File: config.mk
export PLATFORM = sky130hd
export DESIGN_NAME = otp_front
export DESIGN_NICKNAME = d
export VERILOG_FILES = /design/src/rtl/otp_pkg.sv /design/src/rtl/otp_front.sv
export SDC_FILE = /design/constraint.sdc
export NUM_CORES = 1
export LEC_CHECK = 0
export BUFFER_PORTS_ARGS = -buffer_cell sky130_fd_sc_hd__buf_4
export CAP_MARGIN = 20
export CORE_MARGIN = 2
export CORE_UTILIZATION = 28
export CTS_BUF_LIST = sky130_fd_sc_hd__clkbuf_4
export CTS_CLUSTER_DIAMETER = 60
export DETAILED_ROUTE_END_ITERATION = 8
export GPL_TIMING_DRIVEN = 0
export HOLD_SLACK_MARGIN = 0.02
export PLACE_DENSITY_LB_ADDON = 0.25
export SYNTH_ARGS = -nofsm -noshare
export SYNTH_HDL_FRONTEND = slang
export SYNTH_SLANG_ARGS = --single-unit
File: constraint.sdc
create_clock -name i_clk -period 8.48 [get_ports i_clk]
set_input_delay 1.696 -clock i_clk [delete_from_list [all_inputs] [get_ports i_clk]]
set_output_delay 1.696 -clock i_clk [all_outputs]
set_load 0.01 [all_outputs]
File: src/rtl/otp_pkg.sv
// Package: types, constants and codes for the OTP white-balance gain block.
`timescale 1ns / 1ps
package otp_pkg;

    localparam int GAIN_WIDTH     = 16;
    localparam int RATIO_W        = 16;
    localparam int UNITY_SHIFT    = 10;
    localparam int Q1_W           = RATIO_W + UNITY_SHIFT;   // first quotient
    localparam int Q2_W           = Q1_W + RATIO_W;          // second quotient
    localparam int LATENCY        = Q1_W + Q2_W + 3;

    localparam logic [Q2_W-1:0]    UNITY_GAIN   = Q2_W'(32'h400);
    localparam logic [7:0]         FLAG_MASK    = 8'hC0;
    localparam logic [7:0]         FLAG_VALID   = 8'h40;
    localparam logic [RATIO_W-1:0] RG_TYP_RESET = 16'h026c;
    localparam logic [RATIO_W-1:0] BG_TYP_RESET = 16'h02ed;

    localparam logic CFG_RG_TYP = 1'b0;
    localparam logic CFG_BG_TYP = 1'b1;

    typedef enum logic [1:0] {
        ST_OK      = 2'd0,
        ST_NOVALID = 2'd1,
        ST_ZERO    = 2'd2,
        ST_SAT     = 2'd3
    } t_status;

    typedef struct packed {
        logic [7:0]         flag_bank1;
        logic [7:0]         module_bank1;
        logic [RATIO_W-1:0] rg_bank1;
        logic [RATIO_W-1:0] bg_bank1;
        logic [7:0]         flag_bank0;
        logic [7:0]         module_bank0;
        logic [RATIO_W-1:0] rg_bank0;
        logic [RATIO_W-1:0] bg_bank0;
    } t_otp_in;

    typedef struct packed {
        logic [GAIN_WIDTH-1:0] red_gain;
        logic [GAIN_WIDTH-1:0] green_gain;
        logic [GAIN_WIDTH-1:0] blue_gain;
        logic        write_red;
        logic        write_green;
        logic        write_blue;
        logic [3:0]  module_ident;
        logic        bank_used;
        t_status     status;
    } t_otp_out;

    // Classification carried alongside the first divider.
    typedef struct packed {
        logic               novalid;
        logic               zero;
        logic [3:0]         mod_ident;
        logic               bank;
        logic               bg_lt;
        logic               rg_lt;
        logic [RATIO_W-1:0] rg;
        logic [RATIO_W-1:0] bg;
    } t_front_side;

    // Carried alongside the second divider.
    typedef struct packed {
        logic            novalid;
        logic            zero;
        logic [3:0]      mod_ident;
        logic            bank;
        logic            ll;
        logic            sel_b;
        logic [Q1_W-1:0] qb;
        logic [Q1_W-1:0] qr;
    } t_mid_side;

endpackage

File: src/rtl/otp_front.sv
// Bank selection, ratio checks and first-divider operand set-up.
`timescale 1ns / 1ps
module otp_front
    import otp_pkg::*;
(
    input  logic               i_clk,
    input  logic               i_rst_n,
    input  logic               i_valid,
    input  t_otp_in            i_in,
    input  logic [RATIO_W-1:0] i_rg_typ,
    input  logic [RATIO_W-1:0] i_bg_typ,
    output logic               o_valid,
    output logic [Q1_W-1:0]    o_num [2],
    output logic [RATIO_W-1:0] o_den [2],
    output t_front_side        o_side
);

    logic               r_val;
    logic [Q1_W-1:0]    r_num [2];
    logic [RATIO_W-1:0] r_den [2];
    t_front_side        r_side;

    logic               w_b1, w_b0;
    logic [RATIO_W-1:0] w_rg, w_bg;
    logic [7:0]         w_mod;
    t_front_side        n_side;
    logic [Q1_W-1:0]    n_num [2];
    logic [RATIO_W-1:0] n_den [2];

    always_comb begin
        w_b1 = ((i_in.flag_bank1 & FLAG_MASK) == FLAG_VALID);
        w_b0 = ((i_in.flag_bank0 & FLAG_MASK) == FLAG_VALID);
        w_rg  = w_b1 ? i_in.rg_bank1 : i_in.rg_bank0;
        w_bg  = w_b1 ? i_in.bg_bank1 : i_in.bg_bank0;
        w_mod = w_b1 ? i_in.module_bank1 : i_in.module_bank0;

        n_side.novalid   = !w_b1 && !w_b0;
        n_side.zero      = (w_rg == '0) || (w_bg == '0) || (i_rg_typ == '0) ||
                           (i_bg_typ == '0);
        n_side.mod_ident = w_mod[7:4];
        n_side.bank      = w_b1;
        n_side.bg_lt     = (w_bg < i_bg_typ);
        n_side.rg_lt     = (w_rg < i_rg_typ);
        n_side.rg        = w_rg;
        n_side.bg        = w_bg;

        // Lane 0 is blue, lane 1 red; both below typical inverts the ratios.
        if (n_side.bg_lt && n_side.rg_lt) begin
            n_num[0] = {i_bg_typ, UNITY_SHIFT'(0)};
            n_den[0] = w_bg;
            n_num[1] = {i_rg_typ, UNITY_SHIFT'(0)};
            n_den[1] = w_rg;
        end else begin
            n_num[0] = {w_bg, UNITY_SHIFT'(0)};
            n_den[0] = i_bg_typ;
            n_num[1] = {w_rg, UNITY_SHIFT'(0)};
            n_den[1] = i_rg_typ;
        end
    end

    always_ff @(posedge i_clk) begin
        if (!i_rst_n) begin
            r_val <= 1'b0;
        end else begin
            r_val <= i_valid;
        end
    end

    always_ff @(posedge i_clk) begin
        r_side   <= n_side;
        r_num[0] <= n_num[0];
        r_num[1] <= n_num[1];
        r_den[0] <= n_den[0];
        r_den[1] <= n_den[1];
    end

    assign o_valid = r_val;
    assign o_side  = r_side;
    assign o_num   = r_num;
    assign o_den   = r_den;

endmodule

== Word-level counts from Yosys, hierarchy flattened ==
Index checks and enable logic that the tools add are counted.

* Add/subtract/negate cells: 0
* Multipliers: 0
* Div/mod/pow operators: 0
* Order comparisons: 2
* Eq/ne operators: 2
* Shift operators: 0
* Mux-type cells: 5
* Bitwise operators: 0
* Reductions and logical operators: 11

{| class="wikitable"
|+ Operators by type and width
! kind !! count
|-
| logical NOT 16 bit || 4
|-
| two-way mux 52 bit || 1
|-
| less-than comparator 16 bit || 2
|-
| two-way mux 16 bit || 2
|-
| two-way mux 32 bit || 1
|-
| two-way mux 8 bit || 1
|-
| equality test 2 x 1 -> 1 bit, second input constant || 2
|-
| logical OR 1 bit || 3
|-
| logical AND 1 bit || 2
|-
| logical NOT 1 bit || 2
|}

* Register bits after elaboration: 126
* Latch bits: 0
* RAM bits: 0
* ROM bits: 0
* Word-level logic and storage cells: 33
* Memories kept: 0

== Logic depth before layout (Yosys ltp) ==
* Word-level depth: 6
* Mapped depth: 14
* Depth with buffers taken out: 9

== Worst setup path before layout ==
OpenSTA, ideal clock, no wires.

* Kind: input to register
* Start: input i_in[94] (netlist name)
* End: register r_den, in the netlist o_den[0]
* Library setup time: 0.121 ns
* Arrival: 4.689 ns
* Data required time: 8.359 ns
* Path slack: 3.669 ns
* Stages on the path: 14
* Buffers on the path: 5
* Path through: nor2b_4 buf_6 clkbuf_1 buf_1 mux2_2 ha_1 nand4_1 nor3_1 o21a_1 a221oi_2 nor3b_2 buf_6 buf_12 mux2_4

{| class="wikitable"
|+ RTL lines
! element !! line !! source
|-
| from (decl) || otp_front.sv:9 || <nowiki>input t_otp_in i_in,</nowiki>
|-
| to (decl) || otp_front.sv:20 || <nowiki>logic [RATIO_W-1:0] r_den [2];</nowiki>
|}

==> flow_summary.toml <==
[timing]
worst_slew_pin_slew_ns = 0.840
fin_crit_ns = 5.42
timing.final.hold_violations = 0
worst_slack_ns = 3.06
setup_tns_ns = 0
rsz0062_at_grt = "no"
hold_slack_ns = 1.38
min_period_over_period_pct = 63.9
slew_headroom_pct = 44.0
max_freq_mhz = 185
setup_viol = 0
maxSlewViolCount = 0

[critical_path]
path_cells = "buf_4 > nor2b_4 > buf_6 > clkbuf_1 > buf_1 > mux2_2 > ha_1 > a21oi_1 > o21ai_0 > a21oi_1 > o41ai_1 > nor3b_2 > buf_6 > buf_12 > mux2_4"
start_kind = "input port"
slowest_stage = "clkbuf_1"
cp.required_ns = 8.85
cpLargestDelayFamily = "buffers and inverters"
endpoint_kind = "register"
critPathBufInv = 6
crit_fanout = 10
worstPathArrival_ns = 5.79
max_stage_delay_ns = 0.65
path_class = "in -> reg"

[cts]
clockBufferDepth = 2
numCtsBuffers = 9
htreeDepth = 3
postCtsSetupBuffers = 0
path_clk_slew_ns = 0.15
cts_root_buf = "clkbuf_4"
cts_sinks = 106
cts_tree = "yes"
cts_resized = 0
cts_hold_buf = 0

[layout]
final_cells = 863
drive_above_1_share_pct = 56.5
design_area_sq_um = 6950
nFillCells = 1709
area_growth_pct = 44.2
utilization_pct = 41.6
nNetsFinal = 797

[power_and_ir_drop]
p_total_mw = 1.30
p_seq_share_pct = 44.7
combPwrFrac_pct = 33.2
clkPwrFrac_pct = 22.1
power.switching_mw = 0.366
p_int_mw = 0.937
leakage_nw = 3.45
swShare_pct = 28.1
vdd_drop_max_uv = 63.4
power_per_cell_area_nw_per_um2 = 188

[logic_synthesis]
ys_ff_latch = 106
ys_warn_count = 0
synth_top_cell_by_area = "dfxtp_1"
yosysTopAreaCellShare_pct = 44.1
synth_area_leaders = "dfxtp_1, mux2_4, mux2_2"
yosysMostFrequentCell = "dfxtp_1"
synthDistinctLibCells = 32
syn_inst = 390
synth_area_sq_um = 4820
yosysSeqAreaShare_pct = 44.1
synth.avg_cell_area_sq_um = 12.3
synth_edf_count = 0
async_flop_share_pct = 0
synth_ff_type = "dfxtp_1"
synth_top_cells_by_count = "dfxtp_1, mux2_4, mux2_2"

[route]
vias = 3735
vias_per_cell = 4.33
final_antenna_net_count = 0
drtIter0Drc = 107
wl_microns = 14300
drt-pass1-iter-count = 4
detail_route.wl_per_cell_microns = 16.6
drc_errors = 0

[die]
pin_count = 257
core_sq_um = 16700
num_rows = 47
start_util_pct = 28.8
dieWidth_microns = 135
dieArea_sq_um = 18300
die_h_microns = 135

[run_status]
status = "finished, final reports clean"

[placement]
io_buffers = 216
place.gp.congestion = 0.785
dpl.hpwl_microns = 11600
dp_worst_setup_slack_ns = 2.44
dp_cells = 845
dpl-instance-area_sq_um = 6780

[global_route]
grt_usage_pct = 15.5
grt_max_degree = 17
grt_pass1_wl_microns = 21100
antenna_found_initial = 2
grt_pass1_vias = 3789
grt-ovfl-total = 0

[job]
drv_cap = 0

[min_path]
min_path_type = "in -> reg"
## cells in the final DEF (no fill, tap or decap), drive strengths merged, types with 2 or more instances in the layout
master	count
buf	246
dfxtp	106
mux2	100
inv	31
ha	30
conb	20
a21oi	14
nor4	12
clkbuf	12
nand2	9
nor2	9
nor3	8
nand4	7
o21ai	5
a21o	5
nand2b	3
o21a	3
or4	3
clkinv	3
diode	2
o41ai	2
a31oi	2
bufinv	2
## area by class of cell
class                           instances  area (sq um)  share of cell area (%)
Antenna cell                            2          5.00                  0.0721
Tap cell                              220           275                    3.96
Inverter                               31           116                    1.68
Multi-Input combinational cell        240          2340                    33.7
Clock buffer                           10          75.1                    1.08
Sequential cell                       106          2120                    30.6
Clock inverter                          6          81.3                    1.17
Buffer                                 32           308                    4.43
Timing Repair Buffer                  216          1620                    23.3
## power groups by stage
stage	sequential, mW	combinational [mW]	clock, mW
floorplan	0.627	0.209	0
global placement	0.594	0.433	0
detailed placement	0.594	0.437	0
CTS	0.584	0.438	0.303
global route	0.589	0.464	0.322
finish	0.583	0.433	0.288
## registers in the layout, summed over array words and instances, names as in the netlist
name / flops
o_den: 32
o_num: 32
o_side: 41
o_valid: 1
## cell families (layout without fill, tap and decap cells)
kind of cell             after synthesis  count (layout)  synth area share [%]
AO/OA/AOI/OAI                         35              35                  4.70
adder cells (fa/ha/maj)               30              30                  7.79
buffers and inverters                 63             295                  8.81
flip-flops                           106             106                  44.1
multiplexers                         100             100                  28.2
other                                  1              22                0.0779
AND/OR/NAND/NOR                       55              55                  6.34
## metal layers
| metal | global-route usage [%] | vias to the layer above | wire length (microns) |
|---|---|---|---|
| li1 | - | 1827 | - |
| met1 | 19.8 | 1750 | 6270 |
| met2 | 25.4 | 148 | 6870 |
| met3 | 4.12 | 10 | 1040 |
| met4 | 5.15 | 0 | 141 |
| met5 | 0 | - | 0 |
## worst paths after layout
| path | start | endpoint | slack, ns | cells after the start |
|---|---|---|---|---|
| setup / recovery | i_in[95] | o_num[14]$_DFF_P_ | 3.06 | 15 |
| hold / removal | i_in[46] | o_side[40]$_DFF_P_ | 1.38 | 2 |
Note: power is estimated with default switching activity, not from simulation.
