<file path="src/rtl/otp_pkg.sv">
// Package: types, constants and codes for the OTP white-balance gain block.
`timescale 1ns / 1ps
package otp_pkg;

    localparam int GAIN_WIDTH     = 16;
    localparam int RATIO_W        = 16;
    localparam int UNITY_SHIFT    = 10;
    localparam int Q1_W           = RATIO_W + UNITY_SHIFT;   // first quotient
    localparam int Q2_W           = Q1_W + RATIO_W;          // second quotient
    localparam int LATENCY        = Q1_W + Q2_W + 3;

    localparam logic [Q2_W-1:0]    UNITY_GAIN   = Q2_W'(32'h400);
    localparam logic [7:0]         FLAG_MASK    = 8'hC0;
    localparam logic [7:0]         FLAG_VALID   = 8'h40;
    localparam logic [RATIO_W-1:0] RG_TYP_RESET = 16'h026c;
    localparam logic [RATIO_W-1:0] BG_TYP_RESET = 16'h02ed;

    localparam logic CFG_RG_TYP = 1'b0;
    localparam logic CFG_BG_TYP = 1'b1;

    typedef enum logic [1:0] {
        ST_OK      = 2'd0,
        ST_NOVALID = 2'd1,
        ST_ZERO    = 2'd2,
        ST_SAT     = 2'd3
    } t_status;

    typedef struct packed {
        logic [7:0]         flag_bank1;
        logic [7:0]         module_bank1;
        logic [RATIO_W-1:0] rg_bank1;
        logic [RATIO_W-1:0] bg_bank1;
        logic [7:0]         flag_bank0;
        logic [7:0]         module_bank0;
        logic [RATIO_W-1:0] rg_bank0;
        logic [RATIO_W-1:0] bg_bank0;
    } t_otp_in;

    typedef struct packed {
        logic [GAIN_WIDTH-1:0] red_gain;
        logic [GAIN_WIDTH-1:0] green_gain;
        logic [GAIN_WIDTH-1:0] blue_gain;
        logic        write_red;
        logic        write_green;
        logic        write_blue;
        logic [3:0]  module_ident;
        logic        bank_used;
        t_status     status;
    } t_otp_out;

    // Classification carried alongside the first divider.
    typedef struct packed {
        logic               novalid;
        logic               zero;
        logic [3:0]         mod_ident;
        logic               bank;
        logic               bg_lt;
        logic               rg_lt;
        logic [RATIO_W-1:0] rg;
        logic [RATIO_W-1:0] bg;
    } t_front_side;

    // Carried alongside the second divider.
    typedef struct packed {
        logic            novalid;
        logic            zero;
        logic [3:0]      mod_ident;
        logic            bank;
        logic            ll;
        logic            sel_b;
        logic [Q1_W-1:0] qb;
        logic [Q1_W-1:0] qr;
    } t_mid_side;

endpackage

</file>
<file path="src/rtl/otp_div_pipe.sv">
// Pipelined restoring divider, one quotient bit per stage, several lanes.
`timescale 1ns / 1ps
module otp_div_pipe
    import otp_pkg::*;
#(
    parameter int NL = 1,
    parameter int NW = 26,
    parameter int DW = 16,
    parameter int SW = 1
) (
    input  logic          i_clk,
    input  logic          i_rst_n,
    input  logic          i_valid,
    input  logic [NW-1:0] i_num [NL],
    input  logic [DW-1:0] i_den [NL],
    input  logic [SW-1:0] i_side,
    output logic          o_valid,
    output logic [NW-1:0] o_quot [NL],
    output logic [SW-1:0] o_side
);

    logic          r_val  [NW];
    logic [SW-1:0] r_side [NW];
    logic [NW-1:0] r_num  [NW][NL];
    logic [DW-1:0] r_den  [NW][NL];
    logic [DW-1:0] r_rem  [NW][NL];

    for (genvar k = 0; k < NW; k++) begin : g_stage
        logic          w_val;
        logic [SW-1:0] w_side;

        if (k == 0) begin : g_first
            assign w_val  = i_valid;
            assign w_side = i_side;
        end else begin : g_next
            assign w_val  = r_val[k-1];
            assign w_side = r_side[k-1];
        end

        always_ff @(posedge i_clk) begin
            if (!i_rst_n) begin
                r_val[k] <= 1'b0;
            end else begin
                r_val[k] <= w_val;
            end
        end

        always_ff @(posedge i_clk) begin
            r_side[k] <= w_side;
        end

        for (genvar l = 0; l < NL; l++) begin : g_lane
            logic [NW-1:0] w_num;
            logic [DW-1:0] w_den;
            logic [DW-1:0] w_rem;
            logic [DW:0]   w_trial;
            logic          w_ge;
            logic [DW-1:0] n_rem;
            logic [NW-1:0] n_num;

            if (k == 0) begin : g_first
                assign w_num = i_num[l];
                assign w_den = i_den[l];
                assign w_rem = '0;
            end else begin : g_next
                assign w_num = r_num[k-1][l];
                assign w_den = r_den[k-1][l];
                assign w_rem = r_rem[k-1][l];
            end

            always_comb begin
                w_trial = {w_rem, w_num[NW-1]};
                w_ge    = (w_trial >= {1'b0, w_den});
                n_rem   = w_ge ? DW'(w_trial - {1'b0, w_den}) : w_trial[DW-1:0];
                n_num   = {w_num[NW-2:0], w_ge};
            end

            always_ff @(posedge i_clk) begin
                r_num[k][l] <= n_num;
                r_den[k][l] <= w_den;
                r_rem[k][l] <= n_rem;
            end
        end
    end

    assign o_valid = r_val[NW-1];
    assign o_side  = r_side[NW-1];
    for (genvar l = 0; l < NL; l++) begin : g_out
        assign o_quot[l] = r_num[NW-1][l];
    end

endmodule

</file>
<file path="config.mk">
export PLATFORM = sky130hd
export DESIGN_NAME = otp_div_pipe
export DESIGN_NICKNAME = d
export VERILOG_FILES = /design/src/rtl/otp_pkg.sv /design/src/rtl/otp_div_pipe.sv
export SDC_FILE = /design/constraint.sdc
export NUM_CORES = 2
export LEC_CHECK = 0
export CAP_MARGIN = 0
export CELL_PAD_IN_SITES_DETAIL_PLACEMENT = 1
export CELL_PAD_IN_SITES_GLOBAL_PLACEMENT = 1
export CORE_MARGIN = 2
export CORE_UTILIZATION = 51
export DETAILED_ROUTE_END_ITERATION = 8
export DONT_BUFFER_PORTS = 1
export GPL_ROUTABILITY_DRIVEN = 0
export GPL_TIMING_DRIVEN = 0
export PLACE_DENSITY_LB_ADDON = 0.1
export SLEW_MARGIN = 20
export SYNTH_ARGS = -nofsm -noshare
export SYNTH_HDL_FRONTEND = slang
export SYNTH_SLANG_ARGS = --single-unit
</file>
<file path="constraint.sdc">
create_clock -name i_clk -period 3.28 [get_ports i_clk]
set_clock_uncertainty 0.05 [all_clocks]
set_input_delay 0.328 -clock i_clk [delete_from_list [all_inputs] [get_ports i_clk]]
set_output_delay 0.328 -clock i_clk [all_outputs]
set_load 0.005 [all_outputs]
</file>
-- Yosys cells after proc, flatten, opt, wreduce, memory -nomap -nowiden
Memories as Yosys holds them, arrays and structs flattened.
Cells that the tools add are included.
- register bits: 0
- RAM bits: 1560
- input bits: 46
- output and inout bits: 28
- word-level logic and storage cells: 137
- memories: 5
- memories (name ; words ; width ; rd ports ; clocked after memory_dff ; write ports ; RTL line ; source):
    r_num ; 26 ; 26 ; 26 ; 0 ; 26 ; otp_div_pipe.sv:24 ; logic [NW-1:0] r_num [NW][NL];
    r_den ; 26 ; 16 ; 25 ; 0 ; 26 ; otp_div_pipe.sv:25 ; logic [DW-1:0] r_den [NW][NL];
    r_rem ; 26 ; 16 ; 25 ; 0 ; 26 ; otp_div_pipe.sv:26 ; logic [DW-1:0] r_rem [NW][NL];
    r_side ; 26 ; 1 ; 26 ; 0 ; 26 ; otp_div_pipe.sv:23 ; logic [SW-1:0] r_side [NW];
    r_val ; 26 ; 1 ; 26 ; 0 ; 26 ; otp_div_pipe.sv:22 ; logic r_val [NW];
- add/subtract/negate cells: 26
- $lt $le $gt $ge: 26
- multiplexer cells: 54
- bitwise logic cells: 26
- operators by type and width (cell ; count):
    $ge A17 B16 Y1 ; 25
    $mux W16 ; 26
    $sub A16 B16 Y16 ; 25
    $mux W1 ; 28
    $or A1 B1 Y1 ; 26
    $ge A1 B16 Y1 ; 1
    $sub A1 B16 Y16 ; 1

-- Logic depth before layout (Yosys ltp)
An unclocked memory read counts as a cell.
- word-level depth: 3
- mapped depth: 12

-- Worst setup path after synthesis
OpenSTA, ideal clock, no wires.
- path type: reg-to-reg
- start point: mem r_den[1][1] in the netlist's numbering
- end point: mem r_rem[1][24] in the netlist's numbering
- library setup time: 0.121 ns
- data arrival time: 2.712 ns
- data required time: 3.109 ns
- path slack: 0.396 ns
- stages on the path, launching flop included: 12
- buffers on the path: 1
- period minus slack after synthesis: 2.884 ns
- cells stage by stage: dfxtp_1 > inv_1 > ha_1 > nor2b_4 > o31a_1 > o31ai_2 > a21oi_2 > o31ai_4 > a211oi_2 > a2111oi_4 > buf_6 > mux2_4
- RTL lines (item ; RTL line):
    from (decl) ; otp_div_pipe.sv:25
    to (decl) ; otp_div_pipe.sv:26

==> impl_metrics.ini <==
[run_status]
status = completed

[floorplanning]
rows = 119
die_y_um = 331
die_x_um = 331
core-area_um2 = 106000
die_area_um2 = 109000
initial_core_util_pct = 51.6
io-pin-count = 74

[yosys]
synth_compound_area_share_pct = 12.2
synthCells = 5069
async_reset_ff_share_pct = 0
yosys_register_bits = 1528
synth_top_family_by_area = compound AO/OA/AOI/OAI gates
synth_cell_type_count = 90
synth_warnings = 0
synth_ff_type = dfxtp_1
synth_area_leaders = dfxtp_1, ha_1, inv_1
syn_nets = 5541
avgSynthCellArea_um2 = 10.7
yosysTopAreaCell = dfxtp_1
synthSimpleGateAreaFrac_pct = 9.47
synth_edf_count = 0
synthMuxAreaShare_pct = 4.25
synth-xor-area-share_pct = 3.75
synth_top_area_share_pct = 56.1
synthAdderAreaFrac_pct = 10.1
ys_seq_area_share_pct = 56.1
syn_area_um2 = 54500

[sta]
worstMarginPinSlew_ps = 796
period_share_pct = 95.8
fin_ws_ps = 139
max_freq_mhz = 318
finalHoldViolCount = 0
timing.final.crit_period_ps = 3140
setup_violations = 0
drv_slew = 0
slew_headroom_pct = 46.2

[grt]
grt_pass1_vias = 38200
grt_antenna_before_repair = 1
grt_pass1_wl_um = 196000
grt_max_degree = 20
grt_util_all_layers_pct = 22.4
grt_overflow = 0

[pwr]
max-vdd-ir-drop_mv = 0.433
cellPowerDensity_nw_per_um2 = 931
p_clk_share_pct = 31.2
p_leak_nw = 28.3
power.internal_mw = 40.0
p_sw_share_pct = 31.5
power_frac_comb_pct = 29.5
p_sw_mw = 18.4
p_seq_share_pct = 39.3

[worst_setup_path]
worstSetupPathType = reg -> reg
cp-startpoint = r_den[0][166]$_DFF_P_
crit_path_start_kind = flop
cp_data_arrival_time_ps = 3730
crit_fanout = 10
critPathRequiredTime_ps = 3870
worstReg2RegStart = r_den[0][166]$_DFF_P_
end_kind = flop
r2r_slack_ps = 140

[cts]
cts_buffer_depth = 3
htree_num_levels = 4
path_clk_slew_ps = 60
cts_root_buf = clkbuf_16
worstSkewPairLatency_ps = 770
numCtsBuffers = 152
cts_tree = yes
cts.sink_count = 1528

[placement]
place_ws_ps = -318
io_buffers = 0
dp.cells = 6460
dp_hpwl_um = 88800

[final_layout]
layout.nets = 5770
layout_common_cells = dfxtp_1, inv_1, ha_1
final_common_cell = dfxtp_1
area_growth_pct = 15.1
finalNonFillerCells = 6811
drive_above_1_share_pct = 10.9

[detailed_routing]
wl_per_cell_um = 18.0
drtIter0Drc = 1433
wirelength_um = 123000
detail-route-antenna-nets = 0
vias = 35700
vias_per_cell = 5.25
dr.pass1.iters = 5
drc = 0

[job]
cap_violations = 0

[worst_hold_path]
min_from = i_num[12]
hold_class = in -> reg
power groups by stage:
stage / clock [mW] / combinational [mW] / sequential [mW]
finish: 18.2 / 17.2 / 22.9
floorplan: 0 / 12.7 / 22.7
CTS: 18.6 / 16.7 / 23.0
detailed placement: 0 / 16.1 / 23.4
global placement: 0 / 15.6 / 23.3
global route: 19.5 / 19.2 / 23.2
cells by family after synthesis:
group                    count (synthesis)
AO/OA/AOI/OAI                         1030
XOR/XNOR                               233
adder cells (fa/ha/maj)                426
buffers and inverters                  587
flip-flops                            1528
multiplexers                           207
AND/OR/NAND/NOR                       1058
synthesized netlist by cell type, types with 43 or more instances:
cell / number
o21a_1: 88
nand2_1: 203
a21oi_1: 334
clkbuf_1: 43
nand3_1: 72
mux2_2: 161
nor2b_1: 63
inv_1: 523
dfxtp_1: 1528
ha_1: 402
nand4_1: 60
nor2_1: 352
xnor2_1: 131
nor3_1: 85
xor2_1: 102
a21o_1: 89
o21ai_0: 202
metrics by stage:
step / power (mW) / area [um^2] / hold slack [ps] / utilization (%) / TNS [ps]
2_1_floorplan: 35.4 / 54500 / 260 / - / 0
3_3_place_gp: 38.9 / 56200 / 260 / 53.3 / -11230
3_5_place_dp: 39.5 / 56200 / 263 / 53.3 / -19390
4_1_cts: 58.4 / 62300 / 2.23 / 59.0 / 0
5_1_grt: 61.9 / 62700 / 26.1 / 59.4 / -6.35
6_report: 58.3 / 62700 / 53.6 / 59.4 / 0
flip-flops by register name (all words and copies together), names as in the netlist:
register	cells
r_den	400
r_rem	400
r_num	676
r_val	26
r_side	26
routing by layer:
metal / GRT usage [%] / routed length, um
met5: 0 / 0
met4: 7.32 / 3210
met3: 3.39 / 3430
met2: 40.7 / 62400
met1: 26.8 / 53800
layout make-up:
cell class / instances / area, um^2
flip-flops and latches: 1528 / 30600
repair buffers: 77 / 718
plain buffers: 61 / 324
fillers: 11000 / 42900
diodes: 1 / 2.50
well taps: 1391 / 1740
clock buffers: 202 / 4240
inverters: 524 / 1970
clock inverters: 73 / 1140
multi-input cells: 2954 / 22000
final timing paths:
check	end	depth (start not counted)
min reg2reg	r_num[3][22]$_DFF_P_	0
min	r_num[0][13]$_DFF_P_	1
max	r_rem[0][186]$_DFF_P_	12
max reg2reg	r_rem[0][186]$_DFF_P_	12
worst max-delay path, cell delays in order (launching register included):
cell and delay [ps]:
dfxtp_1 360, inv_1 60, ha_1 370, a211oi_2 260, o21a_1 200, o21ai_1 110, o31ai_4 260, o21ai_2 150
a41o_1 280, a211oi_4 200, buf_4 180, buf_6 180, mux2_1 370
timing repair:
action,in CTS,in global routing
pin swaps,5,17
setup endpoints to repair,211,255
hold endpoints to repair,84,0
hold buffers,46,0
setup buffers,8,23
resized for setup,37,66
Note: power is estimated with default switching activity, not from simulation.
